`config.mk`:
```
export PLATFORM = sky130hd
export DESIGN_NAME = c_string_escape_decoder_core
export DESIGN_NICKNAME = d
export VERILOG_FILES = /design/src/rtl/csed_pkg.sv /design/src/rtl/csed_step.sv /design/src/rtl/csed_res_queue.sv /design/src/rtl/c_string_escape_decoder_core.sv
export VERILOG_INCLUDE_DIRS = /design/src /design/src/rtl
export SDC_FILE = /design/constraint.sdc
export NUM_CORES = 1
export LEC_CHECK = 0
export BUFFER_PORTS_ARGS = -buffer_cell sky130_fd_sc_hd__buf_2
export CAP_MARGIN = 20
export CELL_PAD_IN_SITES_DETAIL_PLACEMENT = 0
export CELL_PAD_IN_SITES_GLOBAL_PLACEMENT = 1
export CORE_MARGIN = 1
export CORE_UTILIZATION = 45
export CTS_CLUSTER_DIAMETER = 150
export CTS_CLUSTER_SIZE = 10
export DETAILED_ROUTE_END_ITERATION = 12
export HOLD_SLACK_MARGIN = 0.03
export PLACE_DENSITY_LB_ADDON = 0.1
export SLEW_MARGIN = 40
export SYNTH_ARGS = -nofsm -noshare
export SYNTH_HDL_FRONTEND = slang
export SYNTH_SLANG_ARGS = --single-unit
```
`constraint.sdc`:
```
create_clock -name i_clk -period 4.5 [get_ports i_clk]
set_input_delay 1.125 -clock i_clk [delete_from_list [all_inputs] [get_ports i_clk]]
set_output_delay 1.125 -clock i_clk [all_outputs]
set_load 0.01 [all_outputs]
```
`src/rtl/c_string_escape_decoder_core_assert.svh`:
```
// assertion macros shared by the string escape decoder modules
`ifndef C_STRING_ESCAPE_DECODER_CORE_ASSERT_SVH
`define C_STRING_ESCAPE_DECODER_CORE_ASSERT_SVH

// same-cycle implication
`define CSED_ASSERT_NOW(label, clk, rst_n, ante, cons) \
    label: assert property (@(posedge clk) disable iff (!rst_n) (ante) |-> (cons)) \
        else $error("csed assertion failed");

// next-cycle implication
`define CSED_ASSERT_NEXT(label, clk, rst_n, ante, cons) \
    label: assert property (@(posedge clk) disable iff (!rst_n) (ante) |=> (cons)) \
        else $error("csed assertion failed");

`endif

```
`src/rtl/csed_pkg.sv`:
```
// types and constants of the string escape decoder
package csed_pkg;

    typedef enum logic [2:0] {
        MODE_IDLE   = 3'd0,
        MODE_BODY   = 3'd1,
        MODE_BSL    = 3'd2,
        MODE_OCT    = 3'd3,
        MODE_HEX    = 3'd4,
        MODE_CLOSED = 3'd5,
        MODE_DRAIN  = 3'd6
    } t_mode;

    typedef enum logic [1:0] {
        KIND_DATA   = 2'd0,
        KIND_ACCEPT = 2'd1,
        KIND_ERROR  = 2'd2
    } t_kind;

    typedef struct packed {
        t_mode      mode;
        logic [7:0] esc;
        logic [1:0] dcnt;
        logic [1:0] dlim;
    } t_state;

    typedef struct packed {
        logic [7:0] data;
        t_kind      kind;
        logic       last;
    } t_res;

    typedef struct packed {
        logic [1:0] n;
        t_res       r0;
        t_res       r1;
    } t_step_res;

    localparam logic [7:0] CH_NUL   = 8'h00;
    localparam logic [7:0] CH_TAB   = 8'h09;
    localparam logic [7:0] CH_CR    = 8'h0D;
    localparam logic [7:0] CH_SPACE = 8'h20;
    localparam logic [7:0] CH_QUOTE = 8'h22;
    localparam logic [7:0] CH_BSL   = 8'h5C;
    localparam logic [7:0] CH_0     = 8'h30;
    localparam logic [7:0] CH_3     = 8'h33;
    localparam logic [7:0] CH_7     = 8'h37;
    localparam logic [7:0] CH_9     = 8'h39;
    localparam logic [7:0] CH_UA    = 8'h41;
    localparam logic [7:0] CH_UF    = 8'h46;
    localparam logic [7:0] CH_UX    = 8'h58;
    localparam logic [7:0] CH_LA    = 8'h61;
    localparam logic [7:0] CH_LB    = 8'h62;
    localparam logic [7:0] CH_LF    = 8'h66;
    localparam logic [7:0] CH_LN    = 8'h6E;
    localparam logic [7:0] CH_LR    = 8'h72;
    localparam logic [7:0] CH_LT    = 8'h74;
    localparam logic [7:0] CH_LV    = 8'h76;
    localparam logic [7:0] CH_LX    = 8'h78;

    localparam logic [7:0] ESC_BEL  = 8'd7;
    localparam logic [7:0] ESC_BS   = 8'd8;
    localparam logic [7:0] ESC_HT   = 8'd9;
    localparam logic [7:0] ESC_LF   = 8'd10;
    localparam logic [7:0] ESC_VT   = 8'd11;
    localparam logic [7:0] ESC_FF   = 8'd12;
    localparam logic [7:0] ESC_CR   = 8'd13;

    localparam int RQ_DEPTH = 4;
    localparam int RQ_PTR_W = $clog2(RQ_DEPTH);
    localparam int RQ_CNT_W = $clog2(RQ_DEPTH + 1);

endpackage

```
`src/rtl/csed_step.sv`:
```
// next state and results of the decoder for one input byte
module csed_step
    import csed_pkg::*;
(
    input  t_state     i_st,
    input  logic [7:0] i_byte,
    input  logic       i_last,
    output t_state     o_st,
    output t_step_res  o_res
);

    logic [1:0] dn;
    logic [7:0] dat0;
    logic [7:0] dat1;
    logic       err;
    logic       acc;
    logic       drain;
    logic       is_oct;
    logic       is_space;
    logic       hex_ok;
    logic [3:0] hex_val;
    logic [7:0] hex_diff;
    logic [7:0] named;
    logic [7:0] oct_val;
    logic [1:0] dcnt_inc;
    t_state     nx;
    t_res       vr0;
    t_res       vr1;
    logic [1:0] vn;

    assign is_oct   = (i_byte >= CH_0) && (i_byte <= CH_7);
    assign is_space = (i_byte == CH_SPACE) || ((i_byte >= CH_TAB) && (i_byte <= CH_CR));
    assign oct_val  = {i_st.esc[4:0], i_byte[2:0]};
    assign dcnt_inc = i_st.dcnt + 2'd1;

    always_comb begin
        hex_ok   = 1'b1;
        hex_diff = i_byte - CH_0;
        if ((i_byte >= CH_0) && (i_byte <= CH_9)) begin
            hex_diff = i_byte - CH_0;
        end else if ((i_byte >= CH_LA) && (i_byte <= CH_LF)) begin
            hex_diff = i_byte - CH_LA + 8'd10;
        end else if ((i_byte >= CH_UA) && (i_byte <= CH_UF)) begin
            hex_diff = i_byte - CH_UA + 8'd10;
        end else begin
            hex_ok = 1'b0;
        end
        hex_val = hex_diff[3:0];
    end

    always_comb begin
        case (i_byte)
            CH_LA:   named = ESC_BEL;
            CH_LB:   named = ESC_BS;
            CH_LT:   named = ESC_HT;
            CH_LN:   named = ESC_LF;
            CH_LV:   named = ESC_VT;
            CH_LF:   named = ESC_FF;
            CH_LR:   named = ESC_CR;
            default: named = i_byte;
        endcase
    end

    always_comb begin
        nx    = i_st;
        dn    = 2'd0;
        dat0  = 8'd0;
        dat1  = 8'd0;
        err   = 1'b0;
        acc   = 1'b0;
        drain = 1'b0;
        case (i_st.mode)
            MODE_IDLE: begin
                if (i_byte == CH_QUOTE) begin
                    nx.mode = MODE_BODY;
                end else if (!is_space) begin
                    err = 1'b1;
                end
            end
            MODE_BODY: begin
                if (i_byte == CH_NUL) begin
                    err = 1'b1;
                end else if (i_byte == CH_QUOTE) begin
                    nx.mode = MODE_CLOSED;
                end else if (i_byte == CH_BSL) begin
                    nx.mode = MODE_BSL;
                end else begin
                    dn   = 2'd1;
                    dat0 = i_byte;
                end
            end
            MODE_BSL: begin
                if (i_byte == CH_NUL) begin
                    err = 1'b1;
                end else if (is_oct) begin
                    nx.esc  = {5'd0, i_byte[2:0]};
                    nx.dcnt = 2'd1;
                    nx.dlim = (i_byte <= CH_3) ? 2'd3 : 2'd2;
                    nx.mode = MODE_OCT;
                end else if ((i_byte == CH_LX) || (i_byte == CH_UX)) begin
                    nx.esc  = i_byte;
                    nx.dcnt = 2'd0;
                    nx.dlim = 2'd2;
                    nx.mode = MODE_HEX;
                end else begin
                    dn      = 2'd1;
                    dat0    = named;
                    nx.mode = MODE_BODY;
                end
            end
            MODE_OCT, MODE_HEX: begin
                if ((i_st.mode == MODE_OCT) && is_oct) begin
                    nx.esc  = oct_val;
                    nx.dcnt = dcnt_inc;
                    if (dcnt_inc >= i_st.dlim) begin
                        dn      = 2'd1;
                        dat0    = oct_val;
                        nx.mode = MODE_BODY;
                    end
                end else if ((i_st.mode == MODE_HEX) && hex_ok) begin
                    if (i_st.dcnt == 2'd0) begin
                        nx.esc  = {4'd0, hex_val};
                        nx.dcnt = 2'd1;
                    end else begin
                        dn      = 2'd1;
                        dat0    = {i_st.esc[3:0], hex_val};
                        nx.mode = MODE_BODY;
                    end
                end else begin
                    // pending escape, then the byte as a body byte
                    dn      = 2'd1;
                    dat0    = i_st.esc;
                    nx.mode = MODE_BODY;
                    if (i_byte == CH_NUL) begin
                        err = 1'b1;
                    end else if (i_byte == CH_QUOTE) begin
                        nx.mode = MODE_CLOSED;
                    end else if (i_byte == CH_BSL) begin
                        nx.mode = MODE_BSL;
                    end else begin
                        dn   = 2'd2;
                        dat1 = i_byte;
                    end
                end
            end
            MODE_CLOSED: begin
                if (i_byte == CH_NUL) begin
                    acc = 1'b1;
                end else begin
                    err = 1'b1;
                end
            end
            default: begin
                drain = 1'b1;
                if (i_last) begin
                    nx.mode = MODE_IDLE;
                end
            end
        endcase
    end

    always_comb begin
        o_st = nx;
        vn   = dn;
        vr0  = '{data: dat0, kind: KIND_DATA, last: 1'b0};
        vr1  = '{data: dat1, kind: KIND_DATA, last: 1'b0};
        if (drain) begin
            vn = 2'd0;
        end else if (err || (i_last && !acc && (nx.mode != MODE_CLOSED))) begin
            vn  = 2'd1;
            vr0 = '{data: 8'd0, kind: KIND_ERROR, last: 1'b0};
        end else if (acc || i_last) begin
            // verdict after any data bytes
            case (dn)
                2'd0: begin
                    vn  = 2'd1;
                    vr0 = '{data: 8'd0, kind: KIND_ACCEPT, last: 1'b0};
                end
                2'd1: begin
                    vn  = 2'd2;
                    vr1 = '{data: 8'd0, kind: KIND_ACCEPT, last: 1'b0};
                end
                default: vn = 2'd2;
            endcase
        end
        if (!drain && (err || acc || i_last)) begin
            o_st.mode = i_last ? MODE_IDLE : MODE_DRAIN;
            o_st.esc  = 8'd0;
            o_st.dcnt = 2'd0;
            o_st.dlim = 2'd0;
        end
        vr0.last = (vn == 2'd1);
        vr1.last = 1'b1;
        o_res    = '{n: vn, r0: vr0, r1: vr1};
    end

endmodule

```
`src/rtl/csed_res_queue.sv`:
```
// small result queue, up to two writes and one read per cycle
module csed_res_queue
    import csed_pkg::*;
(
    input  logic       i_clk,
    input  logic       i_rst_n,
    input  logic [1:0] i_push_n,
    input  t_res       i_r0,
    input  t_res       i_r1,
    output logic       o_room,
    output logic       o_valid,
    output t_res       o_head,
    input  logic       i_stall
);

    t_res                r_mem [RQ_DEPTH];
    logic [RQ_PTR_W-1:0] r_wp;
    logic [RQ_PTR_W-1:0] n_wp;
    logic [RQ_PTR_W-1:0] r_rp;
    logic [RQ_PTR_W-1:0] n_rp;
    logic [RQ_CNT_W-1:0] r_cnt;
    logic [RQ_CNT_W-1:0] n_cnt;
    logic [RQ_PTR_W-1:0] wp1;
    logic                pop;

    assign o_valid = (r_cnt != '0);
    assign o_room  = (r_cnt <= RQ_CNT_W'(RQ_DEPTH - 2));
    assign o_head  = r_mem[r_rp];
    assign pop     = o_valid && !i_stall;
    assign wp1     = r_wp + RQ_PTR_W'(1);
    assign n_wp    = r_wp + RQ_PTR_W'(i_push_n);
    assign n_rp    = r_rp + RQ_PTR_W'(pop);
    assign n_cnt   = r_cnt + RQ_CNT_W'(i_push_n) - RQ_CNT_W'(pop);

    always_ff @(posedge i_clk) begin
        if (!i_rst_n) begin
            r_wp  <= '0;
            r_rp  <= '0;
            r_cnt <= '0;
        end else begin
            r_wp  <= n_wp;
            r_rp  <= n_rp;
            r_cnt <= n_cnt;
        end
    end

    always_ff @(posedge i_clk) begin
        if (i_push_n != 2'd0) begin
            r_mem[r_wp] <= i_r0;
        end
        if (i_push_n == 2'd2) begin
            r_mem[wp1] <= i_r1;
        end
    end

`include "c_string_escape_decoder_core_assert.svh"

    `CSED_ASSERT_NOW(a_cnt_max, i_clk, i_rst_n, 1'b1, r_cnt <= RQ_CNT_W'(RQ_DEPTH))
    `CSED_ASSERT_NOW(a_push_room, i_clk, i_rst_n, i_push_n != 2'd0, o_room)
    `CSED_ASSERT_NOW(a_push_n, i_clk, i_rst_n, 1'b1, i_push_n != 2'd3)

endmodule

```
`src/rtl/c_string_escape_decoder_core.sv`:
```
// top level of the C string literal escape decoder
// a transferred byte is registered, decoded into up to two results and queued for output
// throughput: one byte per cycle while the queue has room; results leave one per transfer
// the decode step sits between the input register and a four-entry result queue
// reset: synchronous active-low, returns to idle skipping whitespace, queue empty
module c_string_escape_decoder_core
    import csed_pkg::*;
(
    input  logic       i_clk,
    input  logic       i_rst_n,
    input  logic       i_in_valid,
    output logic       o_in_stall,
    input  logic [7:0] i_in_byte,
    input  logic       i_in_last,
    output logic       o_out_valid,
    input  logic       i_out_stall,
    output logic [7:0] o_out_byte,
    output logic [1:0] o_out_kind,
    output logic       o_out_last
);

    logic       r_in_vld;
    logic       n_in_vld;
    logic [7:0] r_in_byte;
    logic       r_in_last;
    t_state     r_st;
    t_state     n_st;
    t_state     step_st;
    t_step_res  step_res;
    logic       room;
    logic       consume;
    logic       load;
    t_res       head;

    assign consume    = r_in_vld && room;
    assign o_in_stall = r_in_vld && !room;
    assign load       = i_in_valid && !o_in_stall;
    assign n_in_vld   = load || (r_in_vld && !consume);
    assign n_st       = consume ? step_st : r_st;

    always_ff @(posedge i_clk) begin
        if (!i_rst_n) begin
            r_in_vld <= 1'b0;
            r_st     <= '{mode: MODE_IDLE, esc: 8'd0, dcnt: 2'd0, dlim: 2'd0};
        end else begin
            r_in_vld <= n_in_vld;
            r_st     <= n_st;
        end
    end

    always_ff @(posedge i_clk) begin
        if (load) begin
            r_in_byte <= i_in_byte;
            r_in_last <= i_in_last;
        end
    end

    csed_step u_step (
        .i_st   (r_st),
        .i_byte (r_in_byte),
        .i_last (r_in_last),
        .o_st   (step_st),
        .o_res  (step_res)
    );

    csed_res_queue u_queue (
        .i_clk    (i_clk),
        .i_rst_n  (i_rst_n),
        .i_push_n (consume ? step_res.n : 2'd0),
        .i_r0     (step_res.r0),
        .i_r1     (step_res.r1),
        .o_room   (room),
        .o_valid  (o_out_valid),
        .o_head   (head),
        .i_stall  (i_out_stall)
    );

    assign o_out_byte = head.data;
    assign o_out_kind = head.kind;
    assign o_out_last = head.last;

`include "c_string_escape_decoder_core_assert.svh"

    `CSED_ASSERT_NEXT(a_last_idle, i_clk, i_rst_n, consume && r_in_last, r_st.mode == MODE_IDLE)
    `CSED_ASSERT_NEXT(a_err_ends, i_clk, i_rst_n,
        consume && (step_res.n != 2'd0) && (step_res.r0.kind == KIND_ERROR),
        (r_st.mode == MODE_IDLE) || (r_st.mode == MODE_DRAIN))
    `CSED_ASSERT_NOW(a_drain_quiet, i_clk, i_rst_n,
        consume && (r_st.mode == MODE_DRAIN), step_res.n == 2'd0)

endmodule

```
* Word level (Yosys, flattened, before mapping) *
Memories as Yosys holds them, arrays and structs flattened. A register that Yosys moved wholly into a read port is not among the register bits.
Index checks and enable logic that the tools add are counted.

cells by class
  $add $sub $neg = 11
  magnitude comparators = 12
  eq/ne operators = 26
  mux-type cells = 85
  reductions and logical operators = 41

operators by type and width
  kind                   number
  $mux W8                13
  $mux W11               8
  $eq A8 B7 Y1 const B   10
  $pmux W8 S7            1
  $mux W15               3
  $mux W3                12
  $mux W2                17
  $le A8 B6 Y1 const B   3
  $pmux W8 S3            1
  $mux W10               2
  $pmux W10 S2           1
  $mux W1                19
  $eq A8 B6 Y1 const B   2
  $ge A8 B7 Y1 const B   2
  $le A8 B7 Y1 const B   2
  $logic_and A1 B1 Y1    15
  $pmux W3 S5            1
  $mux W13               1
  $mux W12               1
  $mux W4                3
  $ne A4 B1 Y1 const B   3
  $sub A4 B1 Y4 const B  3
  $reduce_bool A3 Y1     3
  $add A4 B4 Y4 const B  2
  29 further kinds       47

word-level totals
  register bits after elaboration = 32
  memory bits (writable) = 44
  bits of input ports = 13
  output and inout port bits = 13
  logic and storage cells = 186
  memories = 1

memory list
  name           words  width  read ports  clocked after memory_dff  write ports  RTL line              text
  u_queue.r_mem  4      11     1           1                         2            csed_res_queue.sv:16  t_res r_mem [RQ_DEPTH];

* Logic depth before layout (Yosys ltp) *
Gate-level depths: netlist (run 1).

  word-level depth = 18
  mapped depth = 20
  depth with buffers taken out = 17

* Modules after synthesis *
Synthesis (run 1) repeated with hierarchy kept, for this count alone.

unflattened totals
  cells, all modules = 546
  area, all modules = 5400.2 µm²

modules (own cells, without submodules)
  module                        instances  cells each  area each (µm²)  sequential area each (µm²)
  csed_res_queue                1          157         2558.7           1461.4
  csed_step                     1          305         1893.1           0.0
  c_string_escape_decoder_core  1          84          948.4            590.6

* Least setup slack after synthesis (run 1) *
No wires, ideal clock.

  kind = reg2reg
  start = register r_in_byte[0]
  end = register u_queue.r_cnt[2]
  library setup time = 0.115 ns
  data arrival time = 3.749 ns
  data required time = 4.385 ns
  setup slack = 0.636 ns
  stages on the path, launching flop included = 20
  buffers on the path = 2
  clock period less this slack = 3.864 ns
  path through = edfxtp_1 > clkbuf_1 > inv_1 > ha_1 > buf_2 > o21bai_1 > a2111oi_2 > a211oi_1 > o2111a_2 > a211oi_4 > nand2_2 > o211ai_1 > nand2_1 > ha_1 > inv_1 > ha_1 > fa_1 > xnor2_1 > xnor2_1 > and2_1

between the ends
  word-level cells in the longest chain between the ends = 17
  elaborated cells on any way between the ends = 74
  those cells by class = add/sub (2); order compare (9); eq/ne (6); mux (41); reduce/logical (16)

ends and longest elaborated chain
  what                                              RTL line                            text
  from (decl)                                       c_string_escape_decoder_core.sv:24  logic [7:0] r_in_byte;
  from (signal assigned)                            c_string_escape_decoder_core.sv:53  r_in_byte <= i_in_byte;
  $ge A8 B7 Y1 or $le A8 B7 Y1 (tied branches)      csed_step.sv:43                     end else if ((i_byte >= CH_UA) && (i_byte <= CH_UF)) begin
  $logic_and A1 B1 Y1                               csed_step.sv:43
  $mux W1                                           csed_step.sv:43
  $mux W1                                           csed_step.sv:41                     end else if ((i_byte >= CH_LA) && (i_byte <= CH_LF)) begin
  $mux W1                                           csed_step.sv:39                     if ((i_byte >= CH_0) && (i_byte <= CH_9)) begin
  $logic_and A1 B1 Y1                               csed_step.sv:120                    end else if ((i_st.mode == MODE_HEX) && hex_ok) begin
  $mux W3 or $mux W2 (tied branches)                csed_step.sv:120
  $mux W13 or $mux W2 (tied branches)               csed_step.sv:112                    if ((i_st.mode == MODE_OCT) && is_oct) begin
  $pmux W3 S5 or $pmux W2 S3 (tied branches)        csed_step.sv:72                     case (i_st.mode)
  $ne A3 B3 Y1 or $logic_not A2 Y1 (tied branches)  csed_step.sv:169, csed_step.sv:174
  $logic_and A1 B1 Y1 or $mux W2 (tied branches)    csed_step.sv:169, csed_step.sv:174
  $logic_or A1 B1 Y1 or $mux W2 (tied branches)     csed_step.sv:169, csed_step.sv:172
  $mux W2 *                                         csed_step.sv:169                    end else if (err || (i_last && !acc && (nx.mode != MODE_CLOSED))) begin
  $mux W2 *                                         csed_step.sv:167                    if (drain) begin
  $mux W2 *                                         c_string_escape_decoder_core.sv:69  .i_push_n (consume ? step_res.n : 2'd0),
  $add A3 B2 Y3 *                                   csed_res_queue.sv:33                assign n_cnt = r_cnt + RQ_CNT_W'(i_push_n) - RQ_CNT_W'(pop);
  $sub A3 B1 Y3 *                                   csed_res_queue.sv:33
  to (signal assigned)                              csed_res_queue.sv:43                r_cnt <= n_cnt;
  to (decl)                                         csed_res_queue.sv:21                logic [RQ_CNT_W-1:0] r_cnt;

Mark *: on every way between the ends. The rest lies on a longest branch, timed or not. The select of a mux whose other input is x is not followed.
A chain may end at the register's enable or synchronous reset.

* Final worst setup path (run 1) *
Same ends and word-level chain as after synthesis.

==> impl_metrics.json, run 1 <==
{
  "min_period_ns": 4.13,
  "overflow": 0,
  "max_stage_delay_ns": 0.48,
  "r2r_cells": 17,
  "timing.fmax_mhz": 242,
  "crit_path_top_delay_cell": "a2111oi_2",
  "crit_family": "compound AO/OA/AOI/OAI gates",
  "power.density_nw_per_um2": 378,
  "p_sw_share_pct": 30.9,
  "maxSlewHeadroom_pct": 43.6,
  "grt_pass1_vias": 3832,
  "area_growth_pct": 9.98,
  "p_total_mw": 1.97,
  "antenna-diode-count": 0,
  "groute.usage.overall_pct": 24.3,
  "cts_tree": "built",
  "postRouteAntennaNets": 0,
  "netlist-cell-type-count": 71,
  "ctsLongestPathBuffers": 2,
  "drv_slew": 0,
  "whs_path_depth": 2,
  "worst-path-max-fanout": 9,
  "final_hold_viol_count": 0,
  "antenna_found_initial": 0,
  "worstSetupEndpointType": "register",
  "cts_setup_buffers": 0,
  "drv_cap": 0,
  "critPathArrivalTime_ns": 4.39,
  "path_clk_slew_ns": 0.09,
  "syn_nets": 503,
  "cp_num_buf_inv": 2,
  "fin_crit_sh_pct": 91.9,
  "syn_avg_cell_area_um2": 9.93,
  "drt_iter0_drc": 314,
  "grt_max_degree": 22,
  "power_frac_comb_pct": 25.4,
  "cts.htree.levels": 3,
  "vias_per_cell": 6.33,
  "holdBufCountCts": 0,
  "cp.required_ns": 4.76,
  "port_buffers": 25,
  "min-delay-path-class": "register to register",
  "peakVddDrop_v": 0.000164,
  "wirelength_um": 12900,
  "yosys_warnings": 0,
  "die_y_um": 105,
  "die_area_um2": 10900,
  "synth_seq_cells": 76,
  "intPower_mw": 1.36,
  "rsz0062_at_grt": "false",
  "crit_top_cell": "ha_1",
  "wl_per_cell_um": 20.2,
  "first_pass_iters": 5,
  "synthCells": 477,
  "seq_power_share_pct": 44.9,
  "rows": 37,
  "tns_ns": 0,
  "clkPwrFrac_pct": 29.8,
  "via_count": 4017,
  "route.detailed.drc": 0,
  "start_util_pct": 46.1,
  "coreArea_um2": 10300,
  "synth_ff_type": "edfxtp_1",
  "switchingPower_mw": 0.609,
  "cp_num_cells": 17,
  "final_layout_size_suffix_gt1_share_pct": 16.8,
  "setup_violations": 0,
  "start_kind": "register",
  "cts_sinks": 76,
  "globalplace.congestion": 0.914,
  "worstSkewPairLatency_ns": 0.35,
  "grt_first_pass_wirelength_um": 20600,
  "p_leak_nw": 1.77,
  "finClkSkew_ns": 0.0132,
  "synth_area_um2": 4740,
  "cts_root_buf": "clkbuf_8",
  "synthArstFlopShare_pct": 0,
  "cts_buffers": 9,
  "die-width_um": 105,
  "ys_seq_area_share_pct": 41.6,
  "io_pins": 26,
  "dpl.hpwl_um": 9680,
  "worst_slew_pin_slew_ns": 0.844,
  "fin_nets": 520,
  "outcome": "complete, no violations",
  "synth-edff-count": 45,
  "critPathKind": "register to register",
  "crit_chain": "inv_1, ha_1, o21bai_1, a2111oi_2, a211oi_1, o2111a_2, a211oi_4, nand2_2, o211ai_1, nand2_1, ha_1, inv_1, ha_1, fa_1, xnor2_1, xnor2_1, and2_1"
}
## kinds of logic (layout without fill, tap and decap cells)
kind of cell    after synthesis  after routing  synth area share (%)
compound gates              159            159                  24.5
xor+xnor                      7              7                  1.29
fa+ha+maj                    13             13                  3.59
buf+inv                      45             67                  4.07
flops                        76             76                  41.6
mux                          16             16                  6.29
simple gates                161            161                  18.6
## worst reg2reg max path: cells and delay by family (launching register included)
family | cells | cell delay, ns
AO/OA/AOI/OAI | 6 | 1.59
XOR/XNOR | 2 | 0.30
adder cells (fa/ha/maj) | 4 | 1.22
buffers and inverters | 2 | 0.16
flip-flops | 1 | 0.40
AND/OR/NAND/NOR | 3 | 0.37
## power by group through the flow
stage / logic, mW / clock network (mW) / registers [mW]
CTS: 0.501 / 0.593 / 0.886
global placement: 0.493 / 0 / 0.897
finish: 0.499 / 0.587 / 0.883
global route: 0.550 / 0.622 / 0.898
floorplan: 0.403 / 0 / 0.845
detailed placement: 0.499 / 0 / 0.902
## layout make-up
type | count | area (um2)
fill | 987 | 5070
timing repair buffer | 37 | 215
multi-input combinational | 356 | 2580
inverter | 14 | 52.6
clock inverter | 4 | 73.8
clock buffer | 12 | 145
tap | 136 | 170
sequential | 76 | 1970
## through the flow
stage               hold WS (ns)  setup WS [ns]  instances  util [%]  instance area, um2
global route               0.484          0.142        635      50.7                5210
finish                     0.462          0.366        635      50.7                5210
CTS                        0.465          0.385        635      50.6                5200
floorplan                  0.431          0.636        477         -                4740
global placement           0.445          0.492        619      48.5                4980
detailed placement         0.454          0.420        619      48.5                4980
## synthesized netlist by cell type, drive strengths merged (2+ instances only)
| cell | instances | area (um2) |
|---|---|---|
| a211oi | 5 | 50.1 |
| a21boi | 5 | 37.5 |
| a21o | 9 | 67.6 |
| a21oi | 25 | 125 |
| a221oi | 5 | 43.8 |
| a222oi | 2 | 20.0 |
| a22oi | 7 | 52.6 |
| a31o | 2 | 17.5 |
| a31oi | 7 | 43.8 |
| and2 | 11 | 68.8 |
| and3 | 4 | 25.0 |
| and3b | 2 | 17.5 |
| buf | 19 | 93.8 |
| clkbuf | 12 | 46.3 |
| dfxtp | 31 | 621 |
| edfxtp | 45 | 1350 |
| ha | 12 | 150 |
| inv | 14 | 52.6 |
| mux2i | 5 | 50.1 |
| mux4 | 11 | 248 |
| nand2 | 40 | 153 |
| nand2b | 5 | 31.3 |
| nand3 | 24 | 120 |
| nand3b | 2 | 15.0 |
| nand4 | 7 | 43.8 |
| nand4b | 2 | 17.5 |
| nor2 | 20 | 75.1 |
| nor2b | 13 | 81.3 |
| nor3 | 6 | 30.0 |
| nor3b | 4 | 30.0 |
| nor4 | 5 | 58.8 |
| o211ai | 4 | 30.0 |
| o21a | 3 | 23.8 |
| o21ai | 19 | 95.1 |
| o21bai | 2 | 15.0 |
| o22ai | 18 | 113 |
| o2bb2ai | 8 | 70.1 |
| o311ai | 2 | 25.0 |
| o31a | 2 | 17.5 |
| o32ai | 22 | 193 |
| or2 | 4 | 25.0 |
| or3 | 9 | 56.3 |
| xnor2 | 4 | 35.0 |
| xor2 | 3 | 26.3 |
## placed cells by master (no fill, tap or decap), types with 4 or more instances in the layout
cell type,netlist,layout
a21boi_0,5,5
inv_1,14,14
nor2_1,20,20
o22ai_1,18,18
nor3_1,6,6
nand4_1,7,7
nor2b_1,13,12
buf_4,1,12
ha_1,12,12
a211oi_1,4,4
and2_1,10,10
a22oi_1,7,7
a21o_1,9,9
edfxtp_1,45,45
or3_1,9,9
nand3_1,24,24
or2_2,4,4
o211ai_1,4,4
o2bb2ai_1,8,8
buf_2,15,25
and3_1,4,4
mux4_2,11,11
a21oi_1,25,25
o21ai_0,18,18
dfxtp_1,31,30
nand2b_1,5,5
clkbuf_8,0,10
a31oi_1,7,7
o32ai_1,22,22
nand2_1,39,39
xnor2_1,4,4
mux2i_1,5,5
a221oi_1,5,5
## routing by layer
metal / vias up / global-route usage [%] / routed length [um]
li1: 1911 / - / -
met1: 1915 / 32.4 / 5630
met2: 164 / 39.1 / 6050
met3: 27 / 4.80 / 871
met4: 0 / 8.75 / 303
met5: - / 0 / 0
## sequential cells by signal, summed over array words and instances, names as in the netlist
name,cells
r_in_byte,8
r_in_vld,1
u_queue.r_mem,44
r_in_last,1
u_queue.r_cnt,3
r_st,15
u_queue.r_rp,2
u_queue.r_wp,2
## worst paths after layout
kind / endpoint / slack (ns) / startpoint
worst min-delay path: u_queue.r_mem[0][2]$_SDFFE_PP0P_ / 0.46 / u_queue.r_mem[0][2]$_SDFFE_PP0P_
worst max-delay path: u_queue.r_cnt[2]$_SDFF_PN0_ / 0.37 / r_in_byte[0]$_DFFE_PP_
worst min register to register: u_queue.r_mem[0][2]$_SDFFE_PP0P_ / 0.46 / u_queue.r_mem[0][2]$_SDFFE_PP0P_
worst max register to register: u_queue.r_cnt[2]$_SDFF_PN0_ / 0.37 / r_in_byte[0]$_DFFE_PP_
## timing repair
action                     in CTS  in global routing
resized for setup               0                  1
hold endpoints to repair        0                  0
setup endpoints to repair       0                  1
Power figures use the tool's default switching activity.
==> run 2, diff against run 1 <==
--- a/config.mk
+++ b/config.mk
@@ -17,6 +17,7 @@
 export DETAILED_ROUTE_END_ITERATION = 12
 export HOLD_SLACK_MARGIN = 0.03
 export PLACE_DENSITY_LB_ADDON = 0.1
+export SETUP_SLACK_MARGIN = 0.5
 export SLEW_MARGIN = 40
 export SYNTH_ARGS = -nofsm -noshare
 export SYNTH_HDL_FRONTEND = slang
==> run 2 against run 1 <==
Critical path depth decreased by 1. Fmax increased by 7.5%. Worst setup slack improved by 0.29 ns. Die area unchanged. Non-clock buffer count increased by 8. Routed wire length increased by 1.7%. Via count increased by 2.2%. Cell area increased by 2.3%. Combinational power increased by 5.0%. Cell count increased by 1.3%. Clock power increased by 0.9%.
==> impl_metrics.json, run 2 (synthesis results as in run 1) <==
{
  "ctsLongestPathBuffers": 2,
  "setup_violations": 0,
  "port_buffers": 25,
  "intPower_mw": 1.37,
  "max_stage_delay_ns": 0.55,
  "timing.fmax_mhz": 260,
  "p_leak_nw": 1.81,
  "overflow": 0,
  "worst_slew_pin_slew_ns": 0.831,
  "largest-register": "u_queue.r_mem",
  "grt_first_pass_wirelength_um": 20600,
  "crit_chain": "buf_4, nor4_4, a31oi_1, nand3_1, nand2_1, a211oi_4, nand2_2, o211ai_1, nand2_1, ha_1, inv_1, ha_1, fa_1, xnor2_1, xnor2_1, and2_1",
  "antenna_found_initial": 0,
  "finClkSkew_ns": 0.0161,
  "cts_sinks": 76,
  "peakVddDrop_v": 0.000164,
  "holdBufCountCts": 0,
  "min_period_ns": 3.84,
  "groute.usage.overall_pct": 24.3,
  "start_util_pct": 46.1,
  "io_pins": 26,
  "cts_buffers": 9,
  "min-delay-path-class": "register to register",
  "maxSlewHeadroom_pct": 44.5,
  "die_area_um2": 10900,
  "vias_per_cell": 6.38,
  "die-width_um": 105,
  "worst-path-max-fanout": 13,
  "rows": 37,
  "reg_top3": "u_queue.r_mem (44), r_st (15), r_in_byte (8)",
  "final_util_pct": 51.9,
  "dpl.hpwl_um": 9680,
  "dp.cells": 619,
  "rsz0062_at_grt": "false",
  "antenna-diode-count": 0,
  "p_sw_share_pct": 31.2,
  "cts_root_buf": "clkbuf_8",
  "clkPwrFrac_pct": 29.6,
  "drv_slew": 0,
  "tns_ns": 0,
  "most-common-layout-cells": "edfxtp_1 (45), nand2_1 (38), dfxtp_1 (30), a21oi_1 (25), buf_2 (25)",
  "largest_register_ffs": 44,
  "final_cells": 643,
  "via_count": 4104,
  "layout_commonest_cell": "edfxtp_1",
  "fin_nets": 528,
  "final_hold_viol_count": 0,
  "start_kind": "register",
  "power_frac_comb_pct": 26.3,
  "cp.required_ns": 4.76,
  "grt_pass1_vias": 3835,
  "drt_iter0_drc": 328,
  "crit_path_top_delay_cell": "edfxtp_1",
  "worstSetupEndpointType": "register",
  "fin_crit_sh_pct": 85.4,
  "route.detailed.drc": 0,
  "wirelength_um": 13100,
  "first_pass_iters": 5,
  "power.density_nw_per_um2": 375,
  "wl_per_cell_um": 20.3,
  "final_layout_size_suffix_gt1_share_pct": 19.3,
  "cts_tree": "built",
  "die_y_um": 105,
  "drv_cap": 0,
  "switchingPower_mw": 0.624,
  "critPathKind": "register to register",
  "area_growth_pct": 12.5,
  "path_clk_slew_ns": 0.09,
  "outcome": "complete, no violations",
  "grt_max_degree": 22,
  "cts.htree.levels": 3,
  "critPathArrivalTime_ns": 4.11,
  "p_total_mw": 2.00,
  "postRouteAntennaNets": 0,
  "coreArea_um2": 10300,
  "seq_power_share_pct": 44.1,
  "worstSkewPairLatency_ns": 0.36,
  "globalplace.congestion": 0.914
}
run 2: timing repair:
| action | 4_1_cts | 5_1_grt |
|---|---|---|
| pin swaps | 1 | 1 |
| endpoints found under the setup margin | 1 | 11 |
| hold endpoints to repair | 0 | 0 |
| buffers inserted | 0 | 8 |
| gates resized for setup | 2 | 10 |
run 2: stage by stage:
stage	cell area (um2)	hold slack [ns]	setup slack, ns
after floorplan	4740	0.431	0.636
after global placement	4980	0.445	0.492
after detailed placement	4980	0.454	0.420
after CTS	5210	0.465	0.520
after global routing	5330	0.484	0.465
final	5330	0.470	0.655
run 2: final timing paths:
path / startpoint / to / slack (ns) / cells after the start
max: r_in_byte[2]$_DFFE_PP_ / u_queue.r_cnt[2]$_SDFF_PN0_ / 0.66 / 16
max reg2reg: r_in_byte[2]$_DFFE_PP_ / u_queue.r_cnt[2]$_SDFF_PN0_ / 0.66 / 16
min: u_queue.r_mem[0][2]$_SDFFE_PP0P_ / u_queue.r_mem[0][2]$_SDFFE_PP0P_ / 0.47 / 2
min reg2reg: u_queue.r_mem[0][2]$_SDFFE_PP0P_ / u_queue.r_mem[0][2]$_SDFFE_PP0P_ / 0.47 / 2
run 2: area by class of cell:
cell class                      instances  area, um2
Clock buffer                           12        145
Clock inverter                          4       73.8
Fill cell                             986       4950
Inverter                               14       52.6
Multi-Input combinational cell        356       2640
Sequential cell                        76       1970
Tap cell                              136        170
Timing Repair Buffer                   45        275
run 2: layer usage:
| metal | global-route usage [%] | wire, um | share of wire, % | vias up |
|---|---|---|---|---|
| met5 | 0 | 0 | 0 | - |
| met4 | 8.75 | 346 | 2.6 | 0 |
| met3 | 4.80 | 717 | 5.5 | 33 |
| met2 | 39.1 | 6170 | 47 | 151 |
| met1 | 32.4 | 5840 | 45 | 1987 |
| li1 | - | - | - | 1933 |
run 2: power by group through the flow:
stage | Clock, mW | Combinational, mW | Sequential, mW
3_3_place_gp | 0 | 0.493 | 0.897
3_5_place_dp | 0 | 0.499 | 0.902
6_report | 0.592 | 0.524 | 0.881
2_1_floorplan | 0 | 0.403 | 0.845
4_1_cts | 0.593 | 0.502 | 0.886
5_1_grt | 0.622 | 0.575 | 0.894
run 2: worst max-delay path: cells and delay by family (launching register included):
family                   cells  cell delay (ns)
AND/OR/NAND/NOR              6             1.10
adder cells (fa/ha/maj)      3             0.85
AO/OA/AOI/OAI                3             0.65
flip-flops                   1             0.55
buffers and inverters        2             0.31
XOR/XNOR                     2             0.30
